===== src/dvrt_ram.sv =====
`timescale 1ns / 1ps

module dvrt_ram #(
   parameter int WIDTH = 16,
   parameter int DEPTH = 16
) (
   input  logic                     clock,
   input  logic                     wr_en,
   input  logic [$clog2(DEPTH)-1:0] wr_addr,
   input  logic [WIDTH-1:0]         wr_data,
   input  logic                     rd_en,
   input  logic [$clog2(DEPTH)-1:0] rd_addr,
   output logic [WIDTH-1:0]         rd_data
);
   logic [WIDTH-1:0] mem [DEPTH];

   always_ff @(posedge clock) begin
      if (wr_en) begin
         mem[wr_addr] <= wr_data;
      end
      if (rd_en) begin
         rd_data <= mem[rd_addr];
      end
   end
endmodule


===== config.mk =====
export PLATFORM = sky130hd
export DESIGN_NAME = dvrt_ram
export DESIGN_NICKNAME = d
export VERILOG_FILES = /design/src/dvrt_ram.sv
export SDC_FILE = /design/constraint.sdc
export NUM_CORES = 1
export LEC_CHECK = 0
export ABC_AREA = 1
export BUFFER_PORTS_ARGS = -buffer_cell sky130_fd_sc_hd__buf_2
export CAP_MARGIN = 20
export CELL_PAD_IN_SITES_DETAIL_PLACEMENT = 1
export CELL_PAD_IN_SITES_GLOBAL_PLACEMENT = 2
export CORE_UTILIZATION = 41
export DETAILED_ROUTE_END_ITERATION = 16
export HOLD_SLACK_MARGIN = 0.15
export MAX_ROUTING_LAYER = met4
export PLACE_DENSITY = 0.86
export REMOVE_ABC_BUFFERS = 1
export SETUP_SLACK_MARGIN = 0.15
export SLEW_MARGIN = 0
export SYNTH_ARGS = -nofsm -noshare
export SYNTH_HDL_FRONTEND = slang
export SYNTH_SLANG_ARGS = --single-unit

===== constraint.sdc =====
create_clock -name clock -period 2.4 [get_ports clock]
set_clock_uncertainty 0.15 [all_clocks]
set_input_delay 0.48 -clock clock [delete_from_list [all_inputs] [get_ports clock]]
set_output_delay 0.48 -clock clock [all_outputs]
set_load 0.02 [all_outputs]

==> summary.md <==
| Metric | Value |
|---|---|
| Post-CTS Setup Repair Bufs | `0` |
| Via-to-Cell Ratio | `5.06` |
| Iter 0 DRT Violations | `563` |
| Leakage | `5.70 nW` |
| Placed inst area | `0.0123 mm^2` |
| Worst R2R Path Depth | `6` |
| Filler cell count | `2990` |
| Initial Util | `41.7%` |
| CTS tree | `done` |
| Tot Pwr | `10.9 mW` |
| ANT cells | `0` |
| Die Span Y | `170 um` |
| Kind of critical path | `register to output pin` |
| Critical path peak fanout | `1` |
| Pwr dens | `810 mW/mm^2` |
| Synth cell types | `12` |
| Relative slew slack | `40.9%` |
| Setup TNS | `0 ns` |
| First-pass GRT wire length | `47.6 mm` |
| Synth Cell Area | `0.0115 mm^2` |
| Layout Cell Area excl Fill | `0.0134 mm^2` |
| Least-Margin Pin Slew | `0.886 ns` |
| Final setup vio count | `0` |
| GP Congestion | `0.730` |
| Post-synthesis register bit count | `272` |
| Buffers on Ports | `42` |
| DP HPWL | `17.5 mm` |
| Drt pass-1 iters | `5` |
| Root buffer cell | `clkbuf_16` |
| Final non-filler cell total | `1541` |
| Worst Hold End | `mem[12][4]$_DFFE_PP_` |
| Worst path top cell family by delay | `flip-flops` |
| Layout cell share with drive strength beyond 1 | `11.9%` |
| Grt met2 use | `38.7%` |
| Detail-routed net length per standard cell | `19.9 um` |
| WP depth | `1` |
| Buffers & Inverters on Critical Path | `1` |
| Crit-path cells | `buf_2` |
| Final Max Tran Viols | `0` |
| Register Area | `0.00817 mm^2` |
| Fin. Hold Viols | `0` |
| I/O pin cnt | `43` |
| Initial antenna violation count | `0` |
| R2R Setup Slk | `1.08 ns` |
| CP max stage cell | `edfxtp_1` |
| Chip width | `170 um` |
| DRT antenna net count | `0` |
| Req. time, crit path | `1.77 ns` |
| Clk sinks | `272` |
| GR Overflow Total | `0` |
| Crit path time final | `1.81 ns` |
| Fin nets | `1166` |
| Row cnt | `61` |
| Worst setup EP type | `output pin` |
| Worst setup path start | `rd_data[13]$_DFFE_PP_` |
| Hold path startpoint | `wr_data[4]` |
| Via count | `7804` |
| Leading cell types in the layout, fill and taps excluded | `nand2_1 (341), edfxtp_1 (272), inv_1 (196), nand3_1 (193), buf_2 (41)` |
| Commonest non-fill, non-tap cell in the layout | `nand2_1` |
| Routed WL | `30.7 mm` |
| Vias in the first global route | `8204` |
| CTS H-tree lvls | `1` |
| Worst-path clk slew | `0.06 ns` |
| Syn-to-layout area delta | `16.4%` |
| Met3 Use GR | `2.78%` |
| Overall Global Routing Usage | `23.0%` |
| WP data arrival | `1.18 ns` |
| Hold path depth | `1` |
| Status | `finished clean` |
| Max Fclk | `0.552 GHz` |
| RSZ-0062 raised after global routing | `no` |
| Clock Path Buffers | `3` |
| Core Area | `0.0277 mm^2` |
| Die Area | `0.0288 mm^2` |
| Slowest stage delay, CP | `0.43 ns` |
| Avg Cell Area, Syn | `10.7 um^2` |
| Crit start category | `register` |
| Busiest grt layer | `met2` |
| R2r startpoint | `mem[1][12]$_DFFE_PP_` |
| VDD IR max | `900 uV` |
| Total CTS buffers | `30` |
| Largest net degree at the start of global routing | `63` |
| Ys Warns | `0` |
| Max_cap viols | `0` |
| Met1 GRT Util | `29.5%` |
| Syn Inst Count | `1074` |
| Dpl cells | `1476` |
| Period utilisation layout | `75.5%` |
| Area used by multi-input combinational logic | `0.00236 mm^2` |
| Clk Latency, worst-skew pair | `0.57 ns` |
| Seq/Total Area, Yosys | `70.8%` |
| Worst min path class | `input pin to register` |
| DR DRC count | `0` |
| Reg2reg end | `rd_data[12]$_DFFE_PP_` |
Yosys cell counts:
cell,number,area [um^2]
nand2_1,341,1280
clkbuf_1,10,37.5
edfxtp_1,272,8170
buf_4,18,135
buf_2,19,95.1
nand3b_1,2,15.0
nor2_1,17,63.8
buf_1,1,3.75
inv_2,2,7.51
buf_6,3,33.8
nand3_1,193,966
inv_1,196,736
timing repair:
action,4_1_cts,5_1_grt
gates resized for setup,0,0
endpoints found under the setup margin,0,0
hold buffers,9,0
endpoints found under the hold margin,120,0
how the worst max path moves through the flow:
stage               slack [ns]                    end
finish                    0.59            rd_data[13]
global placement          0.36   rd_data[1]$_DFFE_PP_
global route              0.56            rd_data[13]
detailed placement        0.31  rd_data[12]$_DFFE_PP_
CTS                       0.57            rd_data[13]
floorplan                 0.14  rd_data[12]$_DFFE_PP_
routing by layer:
metal / routed length (um) / vias to the layer above
met1: 13400 / 3990
li1: - / 3607
met3: 1190 / 50
met5: 0 / -
met4: 726 / 0
met2: 15300 / 157
state kept, by name, summed over array words and instances (netlist names):
| register | count |
|---|---|
| mem | 256 |
| rd_data | 16 |
stage by stage:
| step | hold WS [ns] | setup slack (ns) | util [%] |
|---|---|---|---|
| 2_1_floorplan | 0.429 | 0.142 | - |
| 3_3_place_gp | 0.564 | 0.365 | 44.4 |
| 3_5_place_dp | 0.580 | 0.312 | 44.4 |
| 4_1_cts | 0.153 | 0.566 | 48.5 |
| 5_1_grt | 0.164 | 0.562 | 48.5 |
| 6_report | 0.164 | 0.589 | 48.5 |
layout make-up:
type                       count  area share (%)
sequential                   272            60.8
tap                          378            3.52
inverter                     198            5.55
timing repair buffer          84            4.84
clock inverter                18            1.87
clock buffer                  38            5.81
multi-input combinational    553            17.6
logic make-up after synthesis:
| kind of cell | synth area share (%) |
|---|---|
| AND/OR/NAND/NOR | 20.1 |
| flip-flops | 70.8 |
| buffers and inverters | 9.09 |
power by group:
part / total (mW) / internal (mW) / leakage (nW) / switching (mW)
Clock: 4.82 / 2.95 / 0.507 / 1.87
Sequential: 5.38 / 5.35 / 2.47 / 0.0319
Combinational: 0.682 / 0.199 / 2.72 / 0.483
Total: 10.9 / 8.50 / 5.70 / 2.39
Note: power is estimated with default switching activity, not from simulation.
